File: src/sv/xxf_pkg.sv
package xxf_pkg;

    localparam int unsigned DEPTH_DEF = 8;

    localparam logic [7:0] CHAR_SOH = 8'h01;
    localparam logic [7:0] CHAR_ETX = 8'h03;

    localparam logic [3:0] UPPER_RST = 4'd6;
    localparam logic [2:0] LOWER_RST = 3'd2;
    localparam logic [7:0] XON_RST   = 8'd17;
    localparam logic [7:0] XOFF_RST  = 8'd19;

    localparam int unsigned CFG_IDX_W = 2;

    typedef enum logic [CFG_IDX_W-1:0] {
        CFG_UPPER = 2'd0,
        CFG_LOWER = 2'd1,
        CFG_XON   = 2'd2,
        CFG_XOFF  = 2'd3
    } t_cfg_idx;

    typedef enum logic {
        REQ_RX  = 1'b0,
        REQ_GET = 1'b1
    } t_req_kind;

    typedef struct packed {
        logic       req_type;
        logic [7:0] rx_byte;
    } t_req;

    typedef struct packed {
        logic       pop_valid;
        logic [7:0] pop_byte;
        logic       flow_send;
        logic [7:0] flow_char;
        logic       dropped;
        logic       end_seen;
        logic [3:0] fill_count;
    } t_res;

    typedef enum logic {
        ST_IDLE = 1'b0,
        ST_RESP = 1'b1
    } t_state;

    // controller -> datapath commands
    typedef struct packed {
        logic accept;
        logic emit;
    } t_ctl;

endpackage

File: src/sv/xxf_ram.sv
module xxf_ram #(
    parameter int unsigned WIDTH = 8,
    parameter int unsigned DEPTH = 8
) (
    input  logic                     i_clk,
    input  logic                     i_wr_en,
    input  logic [$clog2(DEPTH)-1:0] i_wr_addr,
    input  logic [WIDTH-1:0]         i_wr_data,
    input  logic                     i_rd_en,
    input  logic [$clog2(DEPTH)-1:0] i_rd_addr,
    output logic [WIDTH-1:0]         o_rd_data
);

    logic [WIDTH-1:0] r_mem [DEPTH];
    logic [WIDTH-1:0] r_rd_data;

    always_ff @(posedge i_clk) begin
        if (i_wr_en) begin
            r_mem[i_wr_addr] <= i_wr_data;
        end
        if (i_rd_en) begin
            r_rd_data <= r_mem[i_rd_addr];
        end
    end

    assign o_rd_data = r_rd_data;

endmodule

File: src/sv/xxf_ctrl.sv
module xxf_ctrl (
    input  logic          i_clk,
    input  logic          i_rst_n,
    input  logic          i_start,
    output logic          o_busy,
    output xxf_pkg::t_ctl o_ctl
);
    import xxf_pkg::*;

    t_state r_state;
    t_state n_state;

    always_ff @(posedge i_clk) begin
        if (!i_rst_n) begin
            r_state <= ST_IDLE;
        end else begin
            r_state <= n_state;
        end
    end

    always_comb begin
        n_state      = r_state;
        o_busy       = 1'b0;
        o_ctl.accept = 1'b0;
        o_ctl.emit   = 1'b0;
        unique case (r_state)
            ST_IDLE: begin
                if (i_start) begin
                    o_ctl.accept = 1'b1;
                    n_state      = ST_RESP;
                end
            end
            ST_RESP: begin
                // ring read data lands this cycle
                o_busy     = 1'b1;
                o_ctl.emit = 1'b1;
                n_state    = ST_IDLE;
            end
            default: begin
                n_state = ST_IDLE;
            end
        endcase
    end

endmodule

File: src/sv/xxf_dp.sv
module xxf_dp #(
    parameter int unsigned DEPTH = xxf_pkg::DEPTH_DEF
) (
    input  logic                       i_clk,
    input  logic                       i_rst_n,
    input  xxf_pkg::t_ctl              i_ctl,
    input  xxf_pkg::t_req              i_req,
    input  logic                       i_cfg_valid,
    input  logic [xxf_pkg::CFG_IDX_W-1:0] i_cfg_index,
    input  logic [7:0]                 i_cfg_data,
    output xxf_pkg::t_res              o_res,
    output logic                       o_done
);
    import xxf_pkg::*;

    localparam int unsigned AW   = $clog2(DEPTH);
    localparam int unsigned CW   = $clog2(DEPTH + 1);
    localparam int unsigned CMPW = (CW > 4) ? CW : 4;

    logic [AW-1:0] r_head, n_head;
    logic [AW-1:0] r_tail, n_tail;
    logic [CW-1:0] r_count, n_count;
    logic          r_flow_on, n_flow_on;
    logic          r_esc, n_esc;

    logic [3:0]    r_upper;
    logic [2:0]    r_lower;
    logic [7:0]    r_xon;
    logic [7:0]    r_xoff;

    t_res          r_res, n_res;

    logic          is_get;
    logic          full;
    logic          empty;
    logic          wr_en;
    logic          rd_en;
    logic [7:0]    rd_data;

    function automatic logic [AW-1:0] next_slot(input logic [AW-1:0] idx);
        logic [AW-1:0] res;
        res = (idx == AW'(DEPTH - 1)) ? '0 : idx + AW'(1);
        return res;
    endfunction

    assign is_get = (i_req.req_type == REQ_GET);
    assign full   = (r_count == CW'(DEPTH));
    assign empty  = (r_count == '0);
    assign wr_en  = i_ctl.accept && !is_get && !full;
    assign rd_en  = i_ctl.accept && is_get && !empty;

    xxf_ram #(
        .WIDTH (8),
        .DEPTH (DEPTH)
    ) u_ring (
        .i_clk     (i_clk),
        .i_wr_en   (wr_en),
        .i_wr_addr (r_tail),
        .i_wr_data (i_req.rx_byte),
        .i_rd_en   (rd_en),
        .i_rd_addr (r_head),
        .o_rd_data (rd_data)
    );

    always_comb begin
        n_head    = r_head;
        n_tail    = r_tail;
        n_count   = r_count;
        n_flow_on = r_flow_on;
        n_esc     = r_esc;
        n_res     = '0;
        if (!is_get) begin
            n_res.end_seen = (i_req.rx_byte == 8'd0) && !r_esc;
            n_esc = (i_req.rx_byte == CHAR_SOH) || (i_req.rx_byte == CHAR_ETX);
            if (!full) begin
                n_tail  = next_slot(r_tail);
                n_count = r_count + CW'(1);
            end else begin
                n_res.dropped = 1'b1;
            end
            if ((CMPW'(n_count) >= CMPW'(r_upper)) && r_flow_on) begin
                n_flow_on       = 1'b0;
                n_res.flow_send = 1'b1;
                n_res.flow_char = r_xoff;
            end
        end else if (!empty) begin
            n_res.pop_valid = 1'b1;
            n_head  = next_slot(r_head);
            n_count = r_count - CW'(1);
            if ((CMPW'(n_count) <= CMPW'(r_lower)) && !r_flow_on) begin
                n_flow_on       = 1'b1;
                n_res.flow_send = 1'b1;
                n_res.flow_char = r_xon;
            end
        end
        // fill count is reported modulo 16
        n_res.fill_count = 4'(CMPW'(n_count));
    end

    always_ff @(posedge i_clk) begin
        if (!i_rst_n) begin
            r_head    <= '0;
            r_tail    <= '0;
            r_count   <= '0;
            r_flow_on <= 1'b1;
            r_esc     <= 1'b0;
        end else if (i_ctl.accept) begin
            r_head    <= n_head;
            r_tail    <= n_tail;
            r_count   <= n_count;
            r_flow_on <= n_flow_on;
            r_esc     <= n_esc;
        end
    end

    always_ff @(posedge i_clk) begin
        if (i_ctl.accept) begin
            r_res <= n_res;
        end
    end

    always_ff @(posedge i_clk) begin
        if (!i_rst_n) begin
            r_upper <= UPPER_RST;
            r_lower <= LOWER_RST;
            r_xon   <= XON_RST;
            r_xoff  <= XOFF_RST;
        end else if (i_cfg_valid) begin
            unique case (t_cfg_idx'(i_cfg_index))
                CFG_UPPER: r_upper <= i_cfg_data[3:0];
                CFG_LOWER: r_lower <= i_cfg_data[2:0];
                CFG_XON:   r_xon   <= i_cfg_data;
                CFG_XOFF:  r_xoff  <= i_cfg_data;
                default:   ;
            endcase
        end
    end

    always_comb begin
        o_res          = r_res;
        o_res.pop_byte = r_res.pop_valid ? rd_data : 8'd0;
    end

    assign o_done = i_ctl.emit;

endmodule

File: src/sv/xon_xoff_receive_fifo.sv
// Receive byte FIFO with XON/XOFF flow control.
// Command channel: raise i_start with i_req; the item is taken on a clock
// edge where o_busy is low. req_type REQ_RX stores rx_byte (or flags a drop
// when full); REQ_GET pops the oldest byte.
// Each item yields one result on o_res, marked by o_done for a single cycle.
// The result appears in the cycle after the item is taken, since the ring
// store has a registered read port; a new item may be taken the cycle after
// that, so one item every 2 cycles. The ring read port sets that figure.
// o_res carries the popped byte, the XON/XOFF character to send (flow_send),
// the drop and end-of-transfer flags and the fill count after the item.
// The receiver cannot stall: o_done is a strobe and must be taken when seen.
// Config channel (i_cfg_valid/o_cfg_ready, always ready): index 0 upper
// limit, 1 lower limit, 2 XON char, 3 XOFF char. Write only when idle.
// Reset (synchronous, active low) empties the buffer, turns flow on and
// restores the limits and characters to 6, 2, 17 and 19. Store contents
// are not cleared; entries are only read after being written.
module xon_xoff_receive_fifo #(
    parameter int unsigned DEPTH = xxf_pkg::DEPTH_DEF
) (
    input  logic                          i_clk,
    input  logic                          i_rst_n,
    input  logic                          i_start,
    output logic                          o_busy,
    input  xxf_pkg::t_req                 i_req,
    output xxf_pkg::t_res                 o_res,
    output logic                          o_done,
    input  logic                          i_cfg_valid,
    output logic                          o_cfg_ready,
    input  logic [xxf_pkg::CFG_IDX_W-1:0] i_cfg_index,
    input  logic [7:0]                    i_cfg_data
);
    import xxf_pkg::*;

    t_ctl ctl;

    assign o_cfg_ready = 1'b1;

    xxf_ctrl u_ctrl (
        .i_clk   (i_clk),
        .i_rst_n (i_rst_n),
        .i_start (i_start),
        .o_busy  (o_busy),
        .o_ctl   (ctl)
    );

    xxf_dp #(
        .DEPTH (DEPTH)
    ) u_dp (
        .i_clk       (i_clk),
        .i_rst_n     (i_rst_n),
        .i_ctl       (ctl),
        .i_req       (i_req),
        .i_cfg_valid (i_cfg_valid),
        .i_cfg_index (i_cfg_index),
        .i_cfg_data  (i_cfg_data),
        .o_res       (o_res),
        .o_done      (o_done)
    );

endmodule
File: config.mk
export PLATFORM = sky130hd
export DESIGN_NAME = xon_xoff_receive_fifo
export DESIGN_NICKNAME = d
export VERILOG_FILES = /design/src/sv/xxf_pkg.sv /design/src/sv/xxf_ram.sv /design/src/sv/xxf_ctrl.sv /design/src/sv/xxf_dp.sv /design/src/sv/xon_xoff_receive_fifo.sv
export SDC_FILE = /design/constraint.sdc
export NUM_CORES = 1
export LEC_CHECK = 0
export BUFFER_PORTS_ARGS = -buffer_cell sky130_fd_sc_hd__buf_2
export CAP_MARGIN = 30
export CORE_AREA = 2 2 125 90
export CTS_CLUSTER_DIAMETER = 60
export DETAILED_ROUTE_END_ITERATION = 8
export DIE_AREA = 0 0 127 92
export HOLD_SLACK_MARGIN = 0.12
export MAX_ROUTING_LAYER = met4
export PLACE_DENSITY = 0.74
export SYNTH_ARGS = -nofsm -noshare
export SYNTH_HDL_FRONTEND = slang
export SYNTH_HIERARCHICAL = 1
export SYNTH_SLANG_ARGS = --single-unit
File: constraint.sdc
create_clock -name i_clk -period 3 [get_ports i_clk]
set_clock_uncertainty 0.2 [all_clocks]
set_input_delay 0.6 -clock i_clk [delete_from_list [all_inputs] [get_ports i_clk]]
set_output_delay 0.6 -clock i_clk [all_outputs]
set_load 0.01 [all_outputs]
==> results of run 1 <==
-- state kept, by name, summed over array words and instances, names as in the netlist --
register / flops
u_dp/u_ring/r_mem: 64
u_dp/o_res: 16
u_dp/r_xoff: 8
u_dp/r_xon: 8
u_dp/u_ring/o_rd_data: 8
u_dp/r_count: 4
u_dp/r_upper: 4
u_dp/r_head: 3
u_dp/r_lower: 3
u_dp/r_tail: 3
u_ctrl/r_state: 1
u_dp/r_esc: 1
u_dp/r_flow_on: 1
-- metrics by stage --
step	hold WS [ps]	util [%]	area [sq um]	total power [mW]
global route	213.1	60.39	6431	4.557
global placement	252.8	54.77	5833	2.384
detailed placement	262.6	54.77	5833	2.399
finish	220.2	60.39	6431	4.404
CTS	207.1	60.39	6431	4.432
floorplan	241.1	-	5436	2.268
-- power by group --
| group | internal [mW] | total, mW | switching (mW) |
|---|---|---|---|
| logic | 0.190 | 0.447 | 0.257 |
| registers | 1.90 | 1.92 | 0.0254 |
| clock network | 1.31 | 2.03 | 0.719 |
-- critical path, cell delays in order (launching register included) --
cell and delay, ps:
dfxtp_1 310, inv_1 90, ha_1 180, nand3b_1 120
xnor2_1 150, ha_1 260, nand2b_1 150, a2111oi_2 440
nor4b_2 110, buf_4 190, a22o_1 240
-- synth_stat cells, types with 6 or more instances --
library cell	number	share of area (%)
ha_1	13	3.0
a22o_1	8	1.3
mux2_2	9	1.9
dfxtp_1	36	13
nor2b_1	13	1.5
inv_1	13	0.90
nand2b_1	8	0.92
and2_1	9	1.0
nor2_1	15	1.0
buf_2	6	0.55
a21boi_0	8	1.1
nand3_1	8	0.74
clkbuf_1	7	0.48
mux2i_1	12	2.2
nand2_1	38	2.6
mux4_1	15	7.2
edfxtp_1	88	49
-- final timing paths --
check             depth (start not counted)             end  slack, ps             from
setup / recovery                         10   u_dp/o_res[9]        320  u_dp/r_count[1]
hold / removal                            3  u_dp/r_xoff[4]        220    i_cfg_data[4]
setup reg to reg                         10   u_dp/o_res[9]        320  u_dp/r_count[1]
hold reg to reg                           2  u_dp/r_xoff[6]        270   u_dp/r_xoff[6]
-- layer usage --
layer	up-vias	global-route usage [%]	wire length, um
met5	-	-	0
met1	1622	27.29	4940
met3	4	4.667	582
met4	0	6.410	60
met2	106	29.03	4966
li1	1559	-	-
-- cell families after synthesis --
family	count (synthesis)	synth area share, %
AO/OA/AOI/OAI	48	7.066
other	1	0.06898
adder cells (fa/ha/maj)	13	2.992
XOR/XNOR	7	1.128
flip-flops	124	61.86
AND/OR/NAND/NOR	117	11.53
multiplexers	37	11.74
buffers and inverters	37	3.614
-- final cells by class --
cell class,count,area [sq um],area share [%]
inverter,14,52.55,0.8171
timing repair buffer,65,367.9,5.720
multi-input combinational,223,1879,29.22
tap,136,170.2,2.646
sequential,124,3363,52.30
clock buffer,22,485.5,7.549
clock inverter,10,112.6,1.751
==> flow_metrics.tcl, run 1 <==
set metrics [dict create \
    outcome "complete, no violations" \
    avgSynthCellArea_sq_um 14.16 \
    dp.cells 562 \
    final_cell_mix "edfxtp_1 (88), buf_2 (48), nand2_1 (38), dfxtp_1 (36), clkbuf_16 (18)" \
    setup_viol_count_final 0 \
    preCtsSetupSlack_ps 342.9 \
    grt_first_pass_wirelength_um 16670 \
    arrival_ps 2640 \
    hold_class "in2reg" \
    grt.total_usage_pct 19.69 \
    synth_edf_count 88 \
    crit_type "reg2reg" \
    final_layout_size_suffix_gt1_share_pct 24.89 \
    post_cts_resized 0 \
    maxSlewViolCount 0 \
    grt_pass1_vias 3116 \
    instances_no_fill 594 \
    cts_tree "yes" \
    ys_types 61 \
    yosysWarnings 6 \
    clock_latency_ps 400 \
    cts_buffer_depth 2 \
    fin_crit_sh_pct 89.44 \
    clock-root-buffer "clkbuf_16" \
    cts-buffers-inserted 17 \
    antenna_found_initial 0 \
    num_io_pins 50 \
    diodes 0 \
    worstSetupStartpointType "flop" \
    die_area_sq_um 11680 \
    slew-limit-headroom_pct 48.55 \
    clk_pin_slew_worst_paths_ps 60 \
    cts_sinks 124 \
    tns_ps 0 \
    cp-end-kind "flop" \
    fmax_mhz 372.7 \
    nNetsFinal 481 \
    synth_area_sq_um 5436 \
    ir_worst_vdd_uv 461.9 \
    cap_violations 0 \
    die_x_um 127 \
    grt_setup_unrepaired "no" \
    start_util_pct 51.05 \
    critPathRequiredTime_ps 2950 \
    coreArea_sq_um 10650 \
    tightest_slew_ps 770.8 \
    syn_nets 420 \
    grt_max_degree 37 \
    post_cts_buffers 0 \
    synth-seq-area-share_pct 61.86 \
    fillCellCount 811 \
    fin_ws_ps 316.7 \
    port-buffer-count 48 \
    async_reset_ff_share_pct 0 \
    first_pass_iters 4 \
    worst-path-max-fanout 9 \
    final_antenna_net_count 0 \
    num_rows 32 \
    synth-main-ff-cell "edfxtp_1" \
    dieHeight_um 92 \
    hold_viol_final 0 \
    vias 3291 \
    drtIter0Drc 279 \
    fin_crit_ps 2683 \
    place_congestion 0.8507 \
    gr-total-overflow 0 \
    final_common_cell "edfxtp_1" \
    htreeDepth 4 \
    wl_per_cell_um 17.76 \
    area.growth.synth_to_final_pct 18.30 \
    synth_seq_cells 124 \
    drc 0 \
    place_hpwl_um 6715 \
    p_per_area_nw_per_um2 684.8 \
    cts_hold_buf 0 \
    synthCells 384 \
    wl_um 10550 \
    vias_per_cell 5.540 \
    p_leak_nw 2.473 \
]
No activity file was read; power rests on OpenSTA's default activity.
==> run 2, diff against run 1 <==
--- a/config.mk
+++ b/config.mk
@@ -12,7 +12,6 @@
 export DETAILED_ROUTE_END_ITERATION = 8
 export DIE_AREA = 0 0 127 92
 export HOLD_SLACK_MARGIN = 0.12
-export MAX_ROUTING_LAYER = met4
 export PLACE_DENSITY = 0.74
 export SYNTH_ARGS = -nofsm -noshare
 export SYNTH_HDL_FRONTEND = slang
==> run 2 against run 1 <==
- global-route usage down 0.62 points
- die area unchanged
- non-clock buffer count unchanged
- fmax down 1.2%
- final cell count unchanged
- final area unchanged
- sequential cell count unchanged
- combinational power about the same
- sequential power about the same
- largest cell class unchanged
- largest power group unchanged
- highest routed layer unchanged
==> flow_metrics.tcl, run 2 (same netlist as run 1, synthesis figures left out) <==
set metrics [dict create \
    num_io_pins 50 \
    hold_viol_final 0 \
    share_comb_of_total_power_pct 10.2 \
    grt.total_usage_pct 19.07 \
    cell_internal_pwr_mw 3.402 \
    drc 0 \
    final_cell_mix "edfxtp_1 (88), buf_2 (48), nand2_1 (38), dfxtp_1 (36), clkbuf_16 (18)" \
    fin_crit_ps 2715 \
    antenna_found_initial 0 \
    switchingPower_mw 1.002 \
    wl_um 10610 \
    preCtsSetupSlack_ps 342.9 \
    p_sw_share_pct 22.75 \
    p_per_area_nw_per_um2 684.9 \
    hold_class "in2reg" \
    clock_latency_ps 400 \
    final_layout_size_suffix_gt1_share_pct 24.89 \
    die_area_sq_um 11680 \
    cts_hold_buf 0 \
    fillCellCount 811 \
    place_congestion 0.8377 \
    vias_per_cell 5.566 \
    final_antenna_net_count 0 \
    grt_max_degree 37 \
    htreeDepth 4 \
    register_area_sq_um 3363 \
    cts_sinks 124 \
    post_cts_buffers 0 \
    cp-end-kind "flop" \
    critPathRequiredTime_ps 2950 \
    grt_first_pass_wirelength_um 16640 \
    slew-limit-headroom_pct 50.03 \
    dieHeight_um 92 \
    crit_type "reg2reg" \
    die_x_um 127 \
    clock-root-buffer "clkbuf_16" \
    coreArea_sq_um 10650 \
    first_pass_iters 5 \
    wl_per_cell_um 17.86 \
    outcome "complete, no violations" \
    tightest_slew_ps 748.5 \
    ir_worst_vdd_uv 461.0 \
    cts-buffers-inserted 17 \
    cap_violations 0 \
    final_common_cell "edfxtp_1" \
    worstSetupStartpointType "flop" \
    cts_buffer_depth 2 \
    regMostFlops "u_dp/u_ring/r_mem" \
    num_rows 32 \
    clockPowerShare_pct 46.1 \
    grt_setup_unrepaired "no" \
    vias 3306 \
    clk_pin_slew_worst_paths_ps 60 \
    cts_tree "yes" \
    tns_ps 0 \
    design_power_total_mw 4.404 \
    worst-path-max-fanout 9 \
    gr-total-overflow 0 \
    drtIter0Drc 272 \
    diodes 0 \
    setup_viol_count_final 0 \
    multi_input_area_sq_um 1879 \
    post_cts_resized 0 \
    nNetsFinal 481 \
    p_leak_nw 2.473 \
    fin_util_pct 60.39 \
    start_util_pct 51.05 \
    area.growth.synth_to_final_pct 18.30 \
    grt_pass1_vias 3123 \
    arrival_ps 2670 \
    largest_reg_flops 64 \
    fmax_mhz 368.3 \
    timing.hold.ws_ps 222.1 \
    maxSlewViolCount 0 \
    port-buffer-count 48 \
    place_hpwl_um 6715 \
    seq_power_share_pct 43.7 \
    fin_ws_ps 284.6 \
    fin_crit_sh_pct 90.51 \
]
## run 2: cell counts in the layout (fill, tap and decap cells not counted)
No cell type changed its count.
## run 2: power by group through the flow
stage | clock network (mW) | logic (mW) | registers, mW
6_report | 2.03 | 0.448 | 1.92
5_1_grt | 2.13 | 0.490 | 1.93
4_1_cts | 2.06 | 0.445 | 1.92
3_5_place_dp | 0 | 0.440 | 1.96
3_3_place_gp | 0 | 0.426 | 1.96
2_1_floorplan | 0 | 0.302 | 1.97
## run 2: per-stage QoR
step	cell area, sq um	instances
after detailed placement	5833	562
after global placement	5833	562
after CTS	6431	594
after global routing	6431	594
after floorplan	5436	384
final	6431	594
## run 2: cell type report
| cell class | instances | share of cell area [%] |
|---|---|---|
| multi-input combinational | 223 | 29.22 |
| clock inverter | 10 | 1.751 |
| inverter | 14 | 0.8171 |
| timing repair buffer | 65 | 5.720 |
| tap | 136 | 2.646 |
| sequential | 124 | 52.30 |
| clock buffer | 22 | 7.549 |
## run 2: routing by layer
layer / vias up / track usage [%] / share of wire, %
met3: 4 / 4.492 / 5.7
met2: 120 / 29.03 / 47
met4: 0 / 6.410 / 0.72
met5: - / 0 / 0
met1: 1623 / 27.21 / 47
li1: 1559 / - / -
## run 2: worst max-delay path, cell delays in order (launching register included)
cell       delay, ps
dfxtp_1          300
inv_1            100
ha_1             180
nand3b_1         120
xnor2_1          150
ha_1             260
nand2b_1         150
a2111oi_2        450
nor4b_2          110
buf_4            190
a22o_1           240
## run 2: final timing paths
check             startpoint              to  slack, ps  cells after the start
max          u_dp/r_count[1]   u_dp/o_res[9]        280                     10
min            i_cfg_data[4]  u_dp/r_xoff[4]        220                      3
max reg2reg  u_dp/r_count[1]   u_dp/o_res[9]        280                     10
min reg2reg   u_dp/r_xoff[6]  u_dp/r_xoff[6]        270                      2
==> run 3, diff against run 2 <==
--- a/config.mk
+++ b/config.mk
@@ -5,14 +5,15 @@
 export SDC_FILE = /design/constraint.sdc
 export NUM_CORES = 1
 export LEC_CHECK = 0
+export ABC_AREA = 1
 export BUFFER_PORTS_ARGS = -buffer_cell sky130_fd_sc_hd__buf_2
 export CAP_MARGIN = 30
-export CORE_AREA = 2 2 125 90
+export CORE_AREA = 2 2 126 91
 export CTS_CLUSTER_DIAMETER = 60
 export DETAILED_ROUTE_END_ITERATION = 8
-export DIE_AREA = 0 0 127 92
+export DIE_AREA = 0 0 128 93
 export HOLD_SLACK_MARGIN = 0.12
-export PLACE_DENSITY = 0.74
+export PLACE_DENSITY = 0.75
 export SYNTH_ARGS = -nofsm -noshare
 export SYNTH_HDL_FRONTEND = slang
 export SYNTH_HIERARCHICAL = 1
==> run 3 against run 2 <==
- sequential cell count did not move
- synthesized cell count rose by 61%
- total power rose by 3.1%
- highest routed layer unchanged
- global-route usage rose by 3.4 points
- area after synthesis rose by 3.9%
==> flow_metrics.tcl, run 3 <==
set metrics [dict create \
    outcome "complete, no violations" \
    fin_crit_sh_pct 87.99 \
    ir_worst_vdd_uv 428.1 \
    place_congestion 0.8970 \
    cts_hold_buf 0 \
    tns_ps 0 \
    largest_reg_flops 64 \
    hold_viol_final 0 \
    drc 0 \
    num_io_pins 50 \
    hold_class "in2reg" \
    grt_setup_unrepaired "no" \
    start_util_pct 52.64 \
    yosysWarnings 6 \
    netlist.area_leader.share_pct 46.79 \
    worst-path-max-fanout 8 \
    wl_um 12390 \
    first_pass_iters 5 \
    fillCellCount 818 \
    tightest_slew_ps 866.7 \
    worstSetupStartpointType "flop" \
    grt_pass1_vias 4122 \
    ys_types 31 \
    setup_viol_count_final 0 \
    wl_per_cell_um 15.00 \
    share_comb_of_total_power_pct 9.1 \
    timing.hold.ws_ps 207.0 \
    final_cell_mix "nand2_1 (177), inv_1 (109), edfxtp_1 (88), nand3_1 (49), nor2_1 (49)" \
    synthCells 617 \
    post_cts_resized 0 \
    syn_nets 653 \
    p_per_area_nw_per_um2 682.6 \
    die_x_um 128 \
    yosys-top-cells-area "edfxtp_1 (47%), dfxtp_1 (13%), nand2_1 (12%), inv_1 (7.2%), nand3_1 (4.3%)" \
    vias_per_cell 5.171 \
    cts_sinks 124 \
    synth.most_common_cell "nand2_1" \
    final_layout_size_suffix_gt1_share_pct 15.51 \
    clock-root-buffer "clkbuf_16" \
    gr-total-overflow 0 \
    antenna_found_initial 0 \
    critPathRequiredTime_ps 2970 \
    regMostFlops "u_dp/u_ring/r_mem" \
    num_rows 32 \
    clockPowerShare_pct 47.9 \
    vias 4271 \
    grt_max_degree 33 \
    fin_crit_ps 2640 \
    port-buffer-count 48 \
    p_leak_nw 3.189 \
    fmax_mhz 378.8 \
    ys_top_cells_by_count "nand2_1 (177), inv_1 (109), edfxtp_1 (88)" \
    dieHeight_um 93 \
    fin_ws_ps 360.2 \
    place_hpwl_um 7993 \
    clock_latency_ps 410 \
    cell_internal_pwr_mw 3.429 \
    switchingPower_mw 1.111 \
    cts-buffers-inserted 17 \
    preCtsSetupSlack_ps 439.1 \
    synth_edf_count 88 \
    crit_type "reg2reg" \
    coreArea_sq_um 10730 \
    cts_buffer_depth 2 \
    maxSlewViolCount 0 \
    synth_area_sq_um 5648 \
    nNetsFinal 713 \
    synth_seq_cells 124 \
    grt_first_pass_wirelength_um 20370 \
    clk_pin_slew_worst_paths_ps 60 \
    cts_tree "yes" \
    htreeDepth 4 \
    die_area_sq_um 11900 \
    synth-seq-area-share_pct 59.55 \
    arrival_ps 2610 \
    async_reset_ff_share_pct 0 \
    drtIter0Drc 509 \
    final_antenna_net_count 0 \
    p_sw_share_pct 24.48 \
    grt.total_usage_pct 22.47 \
    cp-end-kind "flop" \
    synth-main-ff-cell "edfxtp_1" \
    slew-limit-headroom_pct 42.14 \
    synth_top_cell_by_area "edfxtp_1" \
    avgSynthCellArea_sq_um 9.154 \
    diodes 0 \
    final_common_cell "nand2_1" \
    area.growth.synth_to_final_pct 17.77 \
    cap_violations 0 \
    post_cts_buffers 0 \
    seq_power_share_pct 42.9 \
]
-- run 3: cells by family (layout without fill, tap and decap cells) --
family | after synthesis | after routing | share of synthesized area, %
AO/OA/AOI/OAI | 44 | 44 | 4.342
AND/OR/NAND/NOR | 297 | 297 | 22.33
other | 1 | 1 | 0.06640
buffers and inverters | 135 | 208 | 10.37
adder cells (fa/ha/maj) | 13 | 13 | 2.880
flip-flops | 124 | 124 | 59.55
XOR/XNOR | 3 | 3 | 0.4653
-- run 3: worst paths after layout --
check,startpoint,end,slack [ps],depth (start not counted)
max reg2reg,u_dp/r_count[0],u_dp/o_res[6],360,11
min reg2reg,u_dp/r_lower[2],u_dp/r_lower[2],260,2
max,u_dp/r_count[0],u_dp/o_res[6],360,11
min,i_cfg_data[4],u_dp/r_xoff[4],210,3
-- run 3: routing by layer --
layer  up-vias  track usage [%]  part of all wire [%]  wire [um]
met5         -                0                     0          0
met4         0            9.432                   1.5        191
met3        24            5.034                   7.6        947
met2       195            33.69                    44       5468
met1      1957            31.77                    47       5779
li1       2095                -                     -          -
-- run 3: cell type report --
class                      count  area [sq um]  area share [%]
multi-input combinational    358          1699           25.55
sequential                   124          3363           50.56
tap                          136         170.2           2.558
clock inverter                12         143.9           2.163
clock buffer                  20         500.5           7.524
inverter                     115         436.7           6.565
timing repair buffer          61         337.8           5.079
-- run 3: worst max-delay path, stage by stage (launching register included) --
cell and delay, ps:
dfxtp_1 360, inv_2 140, ha_1 310, nand3_1 280, xor2_1 230, ha_1 280
nand4_1 70, nand3_1 80, nand2_1 120, inv_1 170, nand2_1 100, nand2_1 60
-- run 3: power by group through the flow --
stage | Combinational, mW | Clock (mW) | Sequential (mW)
after CTS | 0.409 | 2.19 | 1.95
after global placement | 0.394 | 0 | 1.98
after floorplan | 0.279 | 0 | 1.98
final | 0.415 | 2.18 | 1.95
after global routing | 0.468 | 2.28 | 1.96
after detailed placement | 0.405 | 0 | 1.98
-- run 3: stage by stage --
stage | cells | total power [mW] | utilization [%] | cell area [sq um]
floorplan | 617 | 2.255 | - | 5648
global route | 826 | 4.703 | 61.99 | 6651
detailed placement | 794 | 2.388 | 55.98 | 6007
CTS | 826 | 4.552 | 61.99 | 6651
global placement | 794 | 2.376 | 55.98 | 6007
finish | 826 | 4.540 | 61.99 | 6651
